==> config.mk <==
export PLATFORM = sky130hd
export DESIGN_NAME = elgamal_encrypt_decrypt
export DESIGN_NICKNAME = d
export VERILOG_FILES = /design/src/rtl/elg_pkg.sv /design/src/rtl/elg_modmul.sv /design/src/rtl/elg_seq.sv /design/src/rtl/elgamal_encrypt_decrypt.sv
export VERILOG_INCLUDE_DIRS = /design/src /design/src/rtl
export SDC_FILE = /design/constraint.sdc
export NUM_CORES = 2
export LEC_CHECK = 0
export ABC_CLOCK_PERIOD_IN_PS = 20400
export BUFFER_PORTS_ARGS = -buffer_cell sky130_fd_sc_hd__buf_2
export CAP_MARGIN = 25
export CORE_MARGIN = 3
export CORE_UTILIZATION = 38
export DETAILED_ROUTE_END_ITERATION = 7
export MAX_ROUTING_LAYER = met4
export PLACE_DENSITY = 0.57
export SETUP_SLACK_MARGIN = 0.1
export SLEW_MARGIN = 15
export SYNTH_ARGS = -nofsm -noshare
export SYNTH_HDL_FRONTEND = slang
export SYNTH_SLANG_ARGS = --single-unit
==> constraint.sdc <==
create_clock -name clk -period 20.4 [get_ports clk]
set_input_delay 2.04 -clock clk [delete_from_list [all_inputs] [get_ports clk]]
set_output_delay 2.04 -clock clk [all_outputs]
set_load 0.02 [all_outputs]
==> src/rtl/elgamal_encrypt_decrypt_defines.svh <==
// Assertion macros shared by the ElGamal engine top level.
// No dependencies.
`ifndef ELGAMAL_ENCRYPT_DECRYPT_DEFINES_SVH
`define ELGAMAL_ENCRYPT_DECRYPT_DEFINES_SVH

`define EG_ASSERT_IMPL(label, a, c) \
  label: assert property (@(posedge clk) disable iff (!rst_n) (a) |-> (c)) \
    else $error("assertion failed");

`define EG_ASSERT_NEXT(label, a, c) \
  label: assert property (@(posedge clk) disable iff (!rst_n) (a) |=> (c)) \
    else $error("assertion failed");

`endif

==> src/rtl/elg_pkg.sv <==
// Types and constants for the ElGamal engine.
// No dependencies.
`timescale 1ns / 1ps
package elg_pkg;
  typedef enum logic [1:0] {
    REG_MODULUS     = 2'd0,
    REG_GENERATOR   = 2'd1,
    REG_PUBLIC_KEY  = 2'd2,
    REG_PRIVATE_KEY = 2'd3
  } reg_idx_t;

  typedef enum logic {
    ACT_ENCRYPT = 1'b0,
    ACT_DECRYPT = 1'b1
  } action_t;

  typedef struct packed {
    logic        action;
    logic [31:0] ephemeral_exponent;
    logic [31:0] message;
    logic [31:0] cipher_first;
    logic [31:0] cipher_second;
  } in_word_t;

  typedef struct packed {
    logic [31:0] first_value;
    logic [31:0] second_value;
  } out_word_t;

  typedef enum logic [3:0] {
    ST_IDLE,
    ST_RED_A,
    ST_RED_B,
    ST_RED_C,
    ST_POW_MUL,
    ST_POW_SQR,
    ST_POW_NEXT,
    ST_STEP_DONE,
    ST_FINAL_MUL,
    ST_OUT
  } seq_state_t;

  typedef struct packed {
    logic        busy;
    logic        done;
    logic [31:0] rem;
  } mod_rsp_t;
endpackage

==> src/rtl/elg_modmul.sv <==
// Shared modular unit: one 32 by MOD_WIDTH product, then a restoring remainder
// by the modulus, one bit per cycle. Depends on elg_pkg.
`timescale 1ns / 1ps
module elg_modmul #(
  parameter int unsigned MOD_WIDTH = 32
) (
  input  logic                 clk,
  input  logic                 rst_n,
  input  logic                 start,
  input  logic [31:0]          op_a,
  input  logic [MOD_WIDTH-1:0] op_b,
  input  logic [MOD_WIDTH-1:0] modulus,
  output elg_pkg::mod_rsp_t    rsp
);
  localparam int unsigned ProdW = 32 + MOD_WIDTH;
  localparam int unsigned CntW = $clog2(ProdW + 2);

  logic [ProdW-1:0]     prod_r, prod_nxt;
  logic [MOD_WIDTH:0]   rem_r, rem_nxt;
  logic [CntW-1:0]      cnt_r, cnt_nxt;
  logic                 mul_r, mul_nxt;
  logic                 busy_r, busy_nxt;
  logic                 done_r, done_nxt;
  logic [MOD_WIDTH:0]   shifted;
  logic [MOD_WIDTH+1:0] diff;

  always_comb begin
    shifted = {rem_r[MOD_WIDTH-1:0], prod_r[ProdW-1]};
    diff = {1'b0, shifted} - {2'b00, modulus};
    prod_nxt = prod_r;
    rem_nxt = rem_r;
    cnt_nxt = cnt_r;
    mul_nxt = mul_r;
    busy_nxt = busy_r;
    done_nxt = 1'b0;
    if (start) begin
      mul_nxt = 1'b1;
      busy_nxt = 1'b1;
      prod_nxt = ProdW'(op_a) * ProdW'(op_b);
      rem_nxt = '0;
      cnt_nxt = CntW'(ProdW);
    end else if (mul_r) begin
      mul_nxt = 1'b0;
    end else if (busy_r) begin
      prod_nxt = {prod_r[ProdW-2:0], 1'b0};
      if (!diff[MOD_WIDTH+1]) begin
        rem_nxt = diff[MOD_WIDTH:0];
      end else begin
        rem_nxt = shifted;
      end
      cnt_nxt = cnt_r - 1'b1;
      if (cnt_r == CntW'(1)) begin
        busy_nxt = 1'b0;
        done_nxt = 1'b1;
      end
    end
  end

  always_ff @(posedge clk) begin
    if (!rst_n) begin
      busy_r <= 1'b0;
      done_r <= 1'b0;
      mul_r <= 1'b0;
      cnt_r <= '0;
    end else begin
      busy_r <= busy_nxt;
      done_r <= done_nxt;
      mul_r <= mul_nxt;
      cnt_r <= cnt_nxt;
    end
    prod_r <= prod_nxt;
    rem_r <= rem_nxt;
  end

  assign rsp.busy = busy_r | mul_r;
  assign rsp.done = done_r;
  assign rsp.rem = 32'(rem_r[MOD_WIDTH-1:0]);
endmodule

==> src/rtl/elg_seq.sv <==
// Sequencer: runs the powers and products of one word on the shared unit.
// Depends on elg_pkg and elg_modmul.
`timescale 1ns / 1ps
module elg_seq #(
  parameter int unsigned MOD_WIDTH = 32
) (
  input  logic                 clk,
  input  logic                 rst_n,
  input  logic                 go,
  input  elg_pkg::in_word_t    item,
  input  logic [MOD_WIDTH-1:0] modulus,
  input  logic [31:0]          generator,
  input  logic [31:0]          public_key,
  input  logic [31:0]          private_key,
  output logic                 idle,
  output logic                 fin,
  output elg_pkg::out_word_t   result
);
  localparam int unsigned ExpCntW = 6;

  elg_pkg::seq_state_t state_r, state_nxt;
  logic [MOD_WIDTH-1:0] acc_r, acc_nxt, base_r, base_nxt;
  logic [31:0]          ta_r, ta_nxt, tb_r, tb_nxt, tc_r, tc_nxt;
  logic [31:0]          exp_r, exp_nxt;
  logic [ExpCntW-1:0]   ecnt_r, ecnt_nxt;
  logic [1:0]           step_r, step_nxt;
  logic                 act_r, act_nxt;
  logic [31:0]          r_r, r_nxt;
  logic [31:0]          first_r, first_nxt, second_r, second_nxt;
  logic                 start;
  logic [31:0]          op_a;
  logic [MOD_WIDTH-1:0] op_b;
  elg_pkg::mod_rsp_t    rsp;
  logic [MOD_WIDTH-1:0] one;
  logic [MOD_WIDTH-1:0] rem_w;

  assign one = (modulus == MOD_WIDTH'(1)) ? '0 : MOD_WIDTH'(1);
  assign rem_w = rsp.rem[MOD_WIDTH-1:0];

  elg_modmul #(.MOD_WIDTH(MOD_WIDTH)) u_mul (
    .clk(clk), .rst_n(rst_n), .start(start), .op_a(op_a), .op_b(op_b),
    .modulus(modulus), .rsp(rsp)
  );

  always_ff @(posedge clk) begin
    if (!rst_n) begin
      state_r <= elg_pkg::ST_IDLE;
    end else begin
      state_r <= state_nxt;
    end
    acc_r <= acc_nxt; base_r <= base_nxt; ta_r <= ta_nxt; tb_r <= tb_nxt;
    tc_r <= tc_nxt; exp_r <= exp_nxt; ecnt_r <= ecnt_nxt; step_r <= step_nxt;
    act_r <= act_nxt; r_r <= r_nxt; first_r <= first_nxt; second_r <= second_nxt;
  end

  // Operands wider than the modulus are first reduced as value * 1.
  always_comb begin
    state_nxt = state_r;
    acc_nxt = acc_r; base_nxt = base_r; ta_nxt = ta_r; tb_nxt = tb_r;
    tc_nxt = tc_r; exp_nxt = exp_r; ecnt_nxt = ecnt_r; step_nxt = step_r;
    act_nxt = act_r; r_nxt = r_r; first_nxt = first_r; second_nxt = second_r;
    start = 1'b0;
    op_a = '0;
    op_b = one;
    fin = 1'b0;
    case (state_r)
      elg_pkg::ST_IDLE: begin
        if (go) begin
          act_nxt = item.action;
          r_nxt = item.ephemeral_exponent;
          first_nxt = '0;
          second_nxt = '0;
          if (modulus < MOD_WIDTH'(2)) begin
            state_nxt = elg_pkg::ST_OUT;
          end else if (item.action == elg_pkg::ACT_ENCRYPT) begin
            ta_nxt = generator;
            tb_nxt = public_key;
            tc_nxt = item.message;
            state_nxt = elg_pkg::ST_RED_A;
            start = 1'b1;
            op_a = generator;
          end else begin
            ta_nxt = item.cipher_first;
            tc_nxt = item.cipher_second;
            state_nxt = elg_pkg::ST_RED_A;
            start = 1'b1;
            op_a = item.cipher_first;
          end
        end
      end
      elg_pkg::ST_RED_A: begin
        if (rsp.done) begin
          ta_nxt = 32'(rem_w);
          state_nxt = elg_pkg::ST_RED_B;
          start = 1'b1;
          op_a = tc_r;
        end
      end
      elg_pkg::ST_RED_B: begin
        if (rsp.done) begin
          tc_nxt = 32'(rem_w);
          if (act_r == elg_pkg::ACT_ENCRYPT) begin
            state_nxt = elg_pkg::ST_RED_C;
            start = 1'b1;
            op_a = tb_r;
          end else begin
            base_nxt = MOD_WIDTH'(ta_r);
            acc_nxt = one;
            exp_nxt = private_key;
            ecnt_nxt = ExpCntW'(32);
            step_nxt = 2'd0;
            state_nxt = elg_pkg::ST_POW_MUL;
          end
        end
      end
      elg_pkg::ST_RED_C: begin
        if (rsp.done) begin
          tb_nxt = 32'(rem_w);
          base_nxt = MOD_WIDTH'(ta_r);
          acc_nxt = one;
          exp_nxt = r_r;
          ecnt_nxt = ExpCntW'(32);
          step_nxt = 2'd0;
          state_nxt = elg_pkg::ST_POW_MUL;
        end
      end
      elg_pkg::ST_POW_MUL: begin
        if (ecnt_r == '0) begin
          state_nxt = elg_pkg::ST_STEP_DONE;
        end else if (exp_r[0]) begin
          start = 1'b1;
          op_a = 32'(acc_r);
          op_b = base_r;
          state_nxt = elg_pkg::ST_POW_SQR;
        end else begin
          start = 1'b1;
          op_a = 32'(base_r);
          op_b = base_r;
          state_nxt = elg_pkg::ST_POW_NEXT;
        end
      end
      elg_pkg::ST_POW_SQR: begin
        if (rsp.done) begin
          acc_nxt = rem_w;
          start = 1'b1;
          op_a = 32'(base_r);
          op_b = base_r;
          state_nxt = elg_pkg::ST_POW_NEXT;
        end
      end
      elg_pkg::ST_POW_NEXT: begin
        if (rsp.done) begin
          base_nxt = rem_w;
          exp_nxt = {1'b0, exp_r[31:1]};
          ecnt_nxt = ecnt_r - 1'b1;
          state_nxt = elg_pkg::ST_POW_MUL;
        end
      end
      elg_pkg::ST_STEP_DONE: begin
        step_nxt = step_r + 2'd1;
        ecnt_nxt = ExpCntW'(32);
        acc_nxt = one;
        state_nxt = elg_pkg::ST_POW_MUL;
        if (act_r == elg_pkg::ACT_ENCRYPT) begin
          if (step_r == 2'd0) begin
            first_nxt = 32'(acc_r);
            base_nxt = MOD_WIDTH'(tb_r);
            exp_nxt = r_r;
          end else begin
            start = 1'b1;
            op_a = 32'(acc_r);
            op_b = MOD_WIDTH'(tc_r);
            state_nxt = elg_pkg::ST_FINAL_MUL;
          end
        end else begin
          if (step_r == 2'd0) begin
            base_nxt = acc_r;
            exp_nxt = 32'(modulus - MOD_WIDTH'(2));
          end else begin
            start = 1'b1;
            op_a = tc_r;
            op_b = acc_r;
            state_nxt = elg_pkg::ST_FINAL_MUL;
          end
        end
      end
      elg_pkg::ST_FINAL_MUL: begin
        if (rsp.done) begin
          if (act_r == elg_pkg::ACT_ENCRYPT) begin
            second_nxt = 32'(rem_w);
          end else begin
            first_nxt = 32'(rem_w);
          end
          state_nxt = elg_pkg::ST_OUT;
        end
      end
      elg_pkg::ST_OUT: begin
        fin = 1'b1;
        state_nxt = elg_pkg::ST_IDLE;
      end
      default: begin
        state_nxt = elg_pkg::ST_IDLE;
      end
    endcase
  end

  assign idle = (state_r == elg_pkg::ST_IDLE);
  assign result.first_value = first_r;
  assign result.second_value = second_r;
endmodule

==> src/rtl/elgamal_encrypt_decrypt.sv <==
// ElGamal engine over a configurable modulus of up to MOD_WIDTH bits. An encrypt
// word gives (g^r, y^r*m) mod p; a decrypt word gives c2*(c1^a)^(p-2) mod p.
// All arithmetic goes through one shared multiply and bit-serial remainder unit.
// Each power scans all 32 exponent bits with one or two products per bit, and the
// engine works on one word at a time; a modulus below two gives zeros. The next
// word is taken once the previous result has been accepted, or in the same cycle.
// Depends on elg_pkg, elg_seq, elg_modmul and the defines header.
`timescale 1ns / 1ps
`include "elgamal_encrypt_decrypt_defines.svh"
module elgamal_encrypt_decrypt #(
  parameter int unsigned MOD_WIDTH = 32
) (
  input  logic               clk,
  input  logic               rst_n,
  input  logic               in_valid,
  output logic               in_ready,
  input  elg_pkg::in_word_t  in_data,
  output logic               out_valid,
  input  logic               out_ready,
  output elg_pkg::out_word_t out_data,
  input  logic               cfg_we,
  input  logic [1:0]         cfg_index,
  input  logic [31:0]        cfg_wdata
);
  logic [MOD_WIDTH-1:0] modulus_r;
  logic [31:0]          generator_r, public_key_r, private_key_r;
  logic                 seq_idle, seq_fin, go;
  elg_pkg::out_word_t   seq_res;
  elg_pkg::out_word_t   out_r;
  logic                 out_valid_r;
  logic                 busy_r;

  always_ff @(posedge clk) begin
    if (!rst_n) begin
      modulus_r <= MOD_WIDTH'(32'd2147483647);
      generator_r <= 32'd7;
      public_key_r <= 32'd1;
      private_key_r <= 32'd1;
    end else if (cfg_we) begin
      case (elg_pkg::reg_idx_t'(cfg_index))
        elg_pkg::REG_MODULUS:     modulus_r <= cfg_wdata[MOD_WIDTH-1:0];
        elg_pkg::REG_GENERATOR:   generator_r <= cfg_wdata;
        elg_pkg::REG_PUBLIC_KEY:  public_key_r <= cfg_wdata;
        elg_pkg::REG_PRIVATE_KEY: private_key_r <= cfg_wdata;
        default: begin
        end
      endcase
    end
  end

  // A new word may start once the previous result has left the sequencer;
  // it holds in out_r until taken, and the next finish waits for that.
  assign in_ready = seq_idle && !busy_r && !(out_valid_r && !out_ready);
  assign go = in_valid && in_ready;

  elg_seq #(.MOD_WIDTH(MOD_WIDTH)) u_seq (
    .clk(clk), .rst_n(rst_n), .go(go), .item(in_data), .modulus(modulus_r),
    .generator(generator_r), .public_key(public_key_r),
    .private_key(private_key_r), .idle(seq_idle), .fin(seq_fin),
    .result(seq_res)
  );

  always_ff @(posedge clk) begin
    if (!rst_n) begin
      out_valid_r <= 1'b0;
      busy_r <= 1'b0;
    end else begin
      if (seq_fin) begin
        out_valid_r <= 1'b1;
      end else if (out_ready) begin
        out_valid_r <= 1'b0;
      end
      busy_r <= 1'b0;
    end
    if (seq_fin) begin
      out_r <= seq_res;
    end
  end

  assign out_valid = out_valid_r;
  assign out_data = out_r;

  `EG_ASSERT_IMPL(a_go_idle, go, seq_idle)
  `EG_ASSERT_IMPL(a_fin_free, seq_fin, !out_valid_r || out_ready)
  `EG_ASSERT_NEXT(a_go_leaves_idle, go, !seq_idle)
endmodule

# Yosys cells after proc, flatten, opt, wreduce, memory -nomap -nowiden
# Cells that the tools add are included.
[word_totals]
output_inout_bits = 66
wordCells = 211
in_bits = 168
regBits = 600
[op_classes]
n_bitwise = 3
reduce_logical = 40
n_addsub = 5
n_lt_le_gt_ge = 1
n_mul = 1
n_eq_ne = 30
mux = 104
[op_table]
columns = ["op", "count"]
rows = [
  ["two-way mux 32 bit", 49],
  ["one-hot mux 32 bit (4 select lines)", 3],
  ["one-hot mux 32 bit (2 select lines)", 4],
  ["two-way mux 64 bit", 3],
  ["one-hot mux 32 bit (3 select lines)", 2],
  ["one-hot mux 32 bit (6 select lines)", 1],
  ["multiplier 32 x 32 -> 64 bit", 1],
  ["two-way mux 4 bit", 9],
  ["subtractor 33 x 32 -> 34 bit", 1],
  ["== test 32 x 1 -> 1 bit (second input constant)", 1],
  ["< comparator 32 x 2 -> 1 bit (second input constant)", 1],
  ["one-hot mux 4 bit (8 select lines)", 1],
  ["subtractor 32 x 2 -> 32 bit (second input constant)", 1],
  ["two-way mux 6 bit", 4],
  ["one-hot mux 6 bit (4 select lines)", 1],
  ["two-way mux 7 bit", 3],
  ["!= test 2 bit (second input constant)", 10],
  ["AND reduction 6 bit", 3],
  ["two-way mux 1 bit", 17],
  ["== test 4 x 3 -> 1 bit (second input constant)", 4],
  ["AND reduction 4 bit", 4],
  ["AND reduction 5 bit", 3],
  ["AND reduction 2 bit", 7],
  ["!= test 2 x 1 -> 1 bit (second input constant)", 6],
  ["other kinds (24)", 45],
]

# Longest topological paths before layout
[logic_depth]
depth_word = 9
ltp_mapped = 39
ltp_nobuf = 35

# By module
# From an unflattened synthesis, not the netlist that was laid out.
[hier_totals]
cells_unflattened = 6287
area_unflattened_um2 = 62701.4
[by_module_without_submodules]
columns = ["module", "seq_area_each_um2", "cells_per_inst", "instances", "area_each_um2"]
rows = [
  ["elg_modmul", 2762.6, 4291, 1, 39648.0],
  ["elg_seq", 8998.6, 1435, 1, 16081.7],
  ["elgamal_encrypt_decrypt", 4504.3, 561, 1, 6971.7],
]

# Worst setup path after synthesis
# No wires, ideal clock.
[synth_path]
path_kind = "in2reg"
start = "input port out_ready"
end = "register u_seq.u_mul.prod_r[61] (data pin)"
required_ns = 20.135
n_path_buf = 1
arrival_ns = 10.669
cell_stages = 32
setup_time_ns = 0.265
setup_slack_ns = 9.467
cell_sequence = "nor2b_1 > nor2_1 > nand2_1 > inv_1 > nand2_1 > o221ai_1 > inv_1 > nor2_1 > fa_1 > fa_1 > fa_1 > inv_1 > fa_1 > inv_1 > fa_1 > fa_1 > fa_1 > inv_1 > fa_1 > inv_1 > ha_1 > clkbuf_1 > a21o_1 > a21o_1 > a21oi_1 > o22ai_1 > nor3_1 > a31oi_1 > a2111oi_0 > nor3_1 > nor4_1 > nor3_1"
[synth_via]
elab_chain_cells = 9
word_cells_on_any_way = 11
classes_between = "mul (1); mux (5); reduce/logical (5)"
[synth_rtl]
columns = ["item", "line_no", "rtl"]
rows = [
  ["start: declaration", "elgamal_encrypt_decrypt.sv:19", "input logic out_ready,"],
  ["logical NOT 1 bit (*)", "elgamal_encrypt_decrypt.sv:53", "assign in_ready = seq_idle && !busy_r && !(out_valid_r && !out_ready);"],
  ["logical AND 1 bit (*)", "elgamal_encrypt_decrypt.sv:53", ""],
  ["logical NOT 1 bit (*)", "elgamal_encrypt_decrypt.sv:53", ""],
  ["logical AND 1 bit (*)", "elgamal_encrypt_decrypt.sv:53", ""],
  ["via in_ready", "elgamal_encrypt_decrypt.sv:16", "output logic in_ready,"],
  ["logical AND 1 bit (*)", "elgamal_encrypt_decrypt.sv:54", "assign go = in_valid && in_ready;"],
  ["two-way mux 32 bit", "elg_seq.sv:68", "if (go) begin"],
  ["one-hot mux 32 bit (6 select lines)", "elg_seq.sv:66", "case (state_r)"],
  ["multiplier 32 x 32 -> 64 bit", "elg_modmul.sv:39", "prod_nxt = ProdW'(op_a) * ProdW'(op_b);"],
  ["two-way mux 64 bit (*)", "elg_modmul.sv:36", "if (start) begin"],
  ["via u_seq.u_mul.prod_nxt[61]", "elg_modmul.sv:18", "logic [ProdW-1:0] prod_r, prod_nxt;"],
  ["end signal: assignment", "elg_modmul.sv:71", "prod_r <= prod_nxt;"],
  ["end: declaration", "elg_modmul.sv:18", ""],
]
# The timed path passes the listed nets; every way through them passes the cells marked *.
# A chain may end at the register's enable or synchronous reset.

# Worst setup path after layout
[layout_path]
start = "register u_seq.state_r[0]"
end = "register u_seq.u_mul.prod_r[61] (data pin)"
[layout_via]
elab_chain_cells = 7
word_cells_on_any_way = 16
classes_between = "mul (1); eq/ne (5); mux (6); reduce/logical (4)"
[layout_rtl]
columns = ["item", "line_no", "rtl"]
rows = [
  ["start: declaration", "elg_seq.sv:21", "elg_pkg::seq_state_t state_r, state_nxt;"],
  ["start signal: assignment", "elg_seq.sv:47", "state_r <= elg_pkg::ST_IDLE;"],
  ["start signal: assignment", "elg_seq.sv:49", "state_r <= state_nxt;"],
  ["logical NOT 4 bit", "elg_seq.sv:66, elg_seq.sv:207", ""],
  ["logical AND 1 bit", "elgamal_encrypt_decrypt.sv:53", ""],
  ["logical AND 1 bit", "elgamal_encrypt_decrypt.sv:54", ""],
  ["two-way mux 32 bit", "elg_seq.sv:68", ""],
  ["one-hot mux 32 bit (6 select lines)", "elg_seq.sv:66", ""],
  ["multiplier 32 x 32 -> 64 bit", "elg_modmul.sv:39", ""],
  ["two-way mux 64 bit (*)", "elg_modmul.sv:36", ""],
  ["via u_seq.u_mul.prod_nxt[61]", "elg_modmul.sv:18", ""],
]
# Marks and branches as above.

==> run_results.csv <==
group,metric,value,unit
status,violations,"antenna rules",
finish,multiInputGateArea,40200,sq um
finish,postLayoutCoreUtil,42.4,%
setup_path,crit_slowest_cell,"o21ai_0",
cts,cts_setup_buffers,0,
finish,seq_area,16300,sq um
yosys,synth_top_family_by_area,"adder cells",
cts,cts_tree,"yes",
pwr,cellPowerDensity,68.4,nW/um^2
timing,tightest_slew,1130,ps
yosys,synth_fa_ha_area_share,35.4,%
place,dp_slack,7520,ps
yosys,yosysSeqAreaShare,26.5,%
cts,cts.sinks,600,
setup_path,max_stage_delay,750,ps
cts,cts_hold_repair.buffers,0,
yosys,synth_compound_area_share,10.8,%
cts,cts_root_buf,"clkbuf_16",
yosys,syn_area,61400,sq um
timing,hold_viol,0,
grt,grt_overflow_total,0,
setup_path,cp_max_fo,45,
floorplan,rows,146,
cts,h-tree-depth,3,
finish,fin_nets,8030,
grt,track_usage,26.5,%
yosys,synth-simple-area-share,14.7,%
floorplan,dieArea,167000,sq um
finish,fill_cells,15700,
finish,stdcell_count,8874,
timing,fin_setup_tns,0,ps
cts,path_clk_slew,60,ps
grt,grt_pass1_vias,50000,
place,io_buffers,233,
timing,maxSlewHeadroom,24.3,%
floorplan,core_region_area,159000,sq um
floorplan,die_h,408,um
yosys,yosysWarnings,0,
setup_path,end_kind,"register",
timing,grt_setup_unrepaired,"false",
yosys,synth_xor_area_share,1.65,%
detailed_routing,antenna_left,1,
cts,clockBufferDepth,3,
timing,maxSlewViolCount,0,
yosys,synth_nets,7959,
place,dp_hpwl,162,mm
yosys,async_reset_ff_share,0,%
detailed_routing,wl_per_cell,24.2,um
grt,grt_max_degree,74,
setup_path,criticalPathCategory,"register to register",
floorplan,die_x,408,um
cts,insertion_delay,700,ps
timing,fin_ws,7690,ps
timing,period_minus_slack,12710,ps
detailed_routing,drc,0,
detailed_routing,dr_total_vias,48200,
yosys,synth_ff_type,"edfxtp_1",
yosys,synth_edf_count,425,
cts,numCtsBuffers,71,
yosys,synthCells,6593,
place,place_congestion,0.975,
floorplan,io_pins,234,
yosys,synth.avg_cell_area,9.32,sq um
yosys,ys_seq_elements,600,
finish,final_cell_mix,"nand2_1, inv_1, fa_1",
detailed_routing,routed_wl,214,mm
grt,antenna_found_initial,4,
flow_run,maxCapViolCount,0,
detailed_routing,drt_iter0_markers,4319,
setup_path,crit_path_start_kind,"register",
timing,max_freq,0.0787,GHz
finish,layout_commonest_cell,"nand2_1",
timing,setup_violations,0,
timing,skew,43.0,ps
yosys,synthMuxAreaShare,2.36,%
pwr,leakagePower,30.7,nW
setup_path,crit_required,20830,ps
pwr,irDropWorstVdd,0.0892,mV
status,status,"complete, but fails checks",
place,placedCellCount,8734,
detailed_routing,dr.pass1.iters,6,
setup_path,cp_common_cell,"fa_1",
setup_path,arrival,13140,ps
finish,area_growth_syn_to_layout,10.1,%
grt,grt_pass1_wl,323,mm
finish,drive_above_1_share,9.24,%
timing,min_period_over_period,62.3,%
yosys,synth_cell_type_count,78,
detailed_routing,vias_per_cell,5.43,
hold_path,hold_path.class,"register to register",
cts,post_cts_resized,0,
floorplan,start_util,38.5,%
kinds of logic (layout without fill, tap and decap cells):
family	count (synthesis)	after routing
buffers and inverters	1392	1521
DFF	600	600
other	0	6
muxes	141	141
adders and majority gates	1198	1198
and+or+nand+nor	2196	2196
xor gates and xnor gates	116	116
AOI/OAI and AO/OA	950	950
flip-flops by register name (all words and copies together), names as in the netlist, 2 cells and up:
| name | flops |
|---|---|
| modulus_r | 32 |
| u_seq.base_r | 32 |
| u_seq.tb_r | 32 |
| u_seq.tc_r | 32 |
| out_data | 64 |
| u_seq.u_mul.cnt_r | 7 |
| u_seq.ta_r | 32 |
| u_seq.second_r | 32 |
| u_seq.u_mul.rem_r | 32 |
| u_seq.first_r | 32 |
| private_key_r | 32 |
| u_seq.exp_r | 32 |
| u_seq.state_r | 4 |
| u_seq.acc_r | 32 |
| public_key_r | 32 |
| u_seq.ecnt_r | 6 |
| u_seq.r_r | 32 |
| u_seq.step_r | 2 |
| u_seq.u_mul.prod_r | 64 |
| generator_r | 32 |
cell type report:
type                       instances  area share, %
antenna                            6         0.0222
clock buffer                      93           2.98
clock inverter                    38          0.536
inverter                        1013           5.62
multi-input combinational       4601           59.4
sequential                       600           24.0
tap                             2146           3.97
timing repair buffer             377           3.44
worst max-delay path: cells and delay by family (launching register included):
kind | cells | cell delay [ps]
fa+ha+maj | 9 | 4410
simple gates | 9 | 2610
flops | 1 | 340
compound gates | 10 | 3730
buf+inv | 6 | 1300
metrics by stage:
stage | cell area (sq um) | hold slack (ps) | power, W
final | 67600 | 404 | 0.00463
after global routing | 67600 | 410 | 0.00483
after CTS | 67600 | 400 | 0.00463
after detailed placement | 65200 | 405 | 0.00331
after global placement | 65100 | 404 | 0.00328
after floorplan | 61400 | 400 | 0.00267
power by group:
part	switching [W]	total [W]	leakage, nW	internal (W)
Combinational	0.000977	0.00137	23.9	0.000395
Sequential	0.000253	0.00194	5.57	0.00169
Clock	0.000570	0.00131	1.17	0.000744
cell usage after synthesis (all sizes together) (33+ instances only):
library cell | n | area [sq um]
dfxtp | 175 | 3500
a22oi | 34 | 255
a21o | 87 | 653
a21boi | 100 | 751
fa | 897 | 18000
nand2 | 1059 | 3980
and3 | 81 | 507
o21a | 35 | 263
a221oi | 41 | 598
nand3 | 36 | 180
xor2 | 33 | 289
inv | 1013 | 3800
nor2 | 796 | 2990
mux2 | 33 | 372
mux2i | 108 | 1080
ha | 301 | 3770
edfxtp | 425 | 12800
xnor2 | 83 | 727
clkbuf | 276 | 1040
o211ai | 40 | 300
a21oi | 213 | 1070
o21ai | 220 | 1100
buf | 103 | 488
nor3 | 49 | 250
and2 | 61 | 382
layer usage:
layer | part of all wire [%] | vias to the layer above | global-route usage (%)
met2 | 46 | 2135 | 41.5
met3 | 8.3 | 443 | 4.25
li1 | - | 21200 | -
met1 | 41 | 24400 | 34.0
met5 | 0 | - | -
met4 | 5.3 | 0 | 11.9
worst paths after layout:
| kind | cells after the start | startpoint | end | slack, ps |
|---|---|---|---|---|
| worst max-delay path | 34 | u_seq.state_r[0] | u_seq.u_mul.prod_r[61] | 7690 |
| worst min register to register | 0 | u_seq.second_r[8] | out_data[8] | 400 |
| worst max register to register | 34 | u_seq.state_r[0] | u_seq.u_mul.prod_r[61] | 7690 |
| worst min-delay path | 0 | u_seq.second_r[8] | out_data[8] | 400 |
Note: power is estimated with default switching activity, not from simulation.
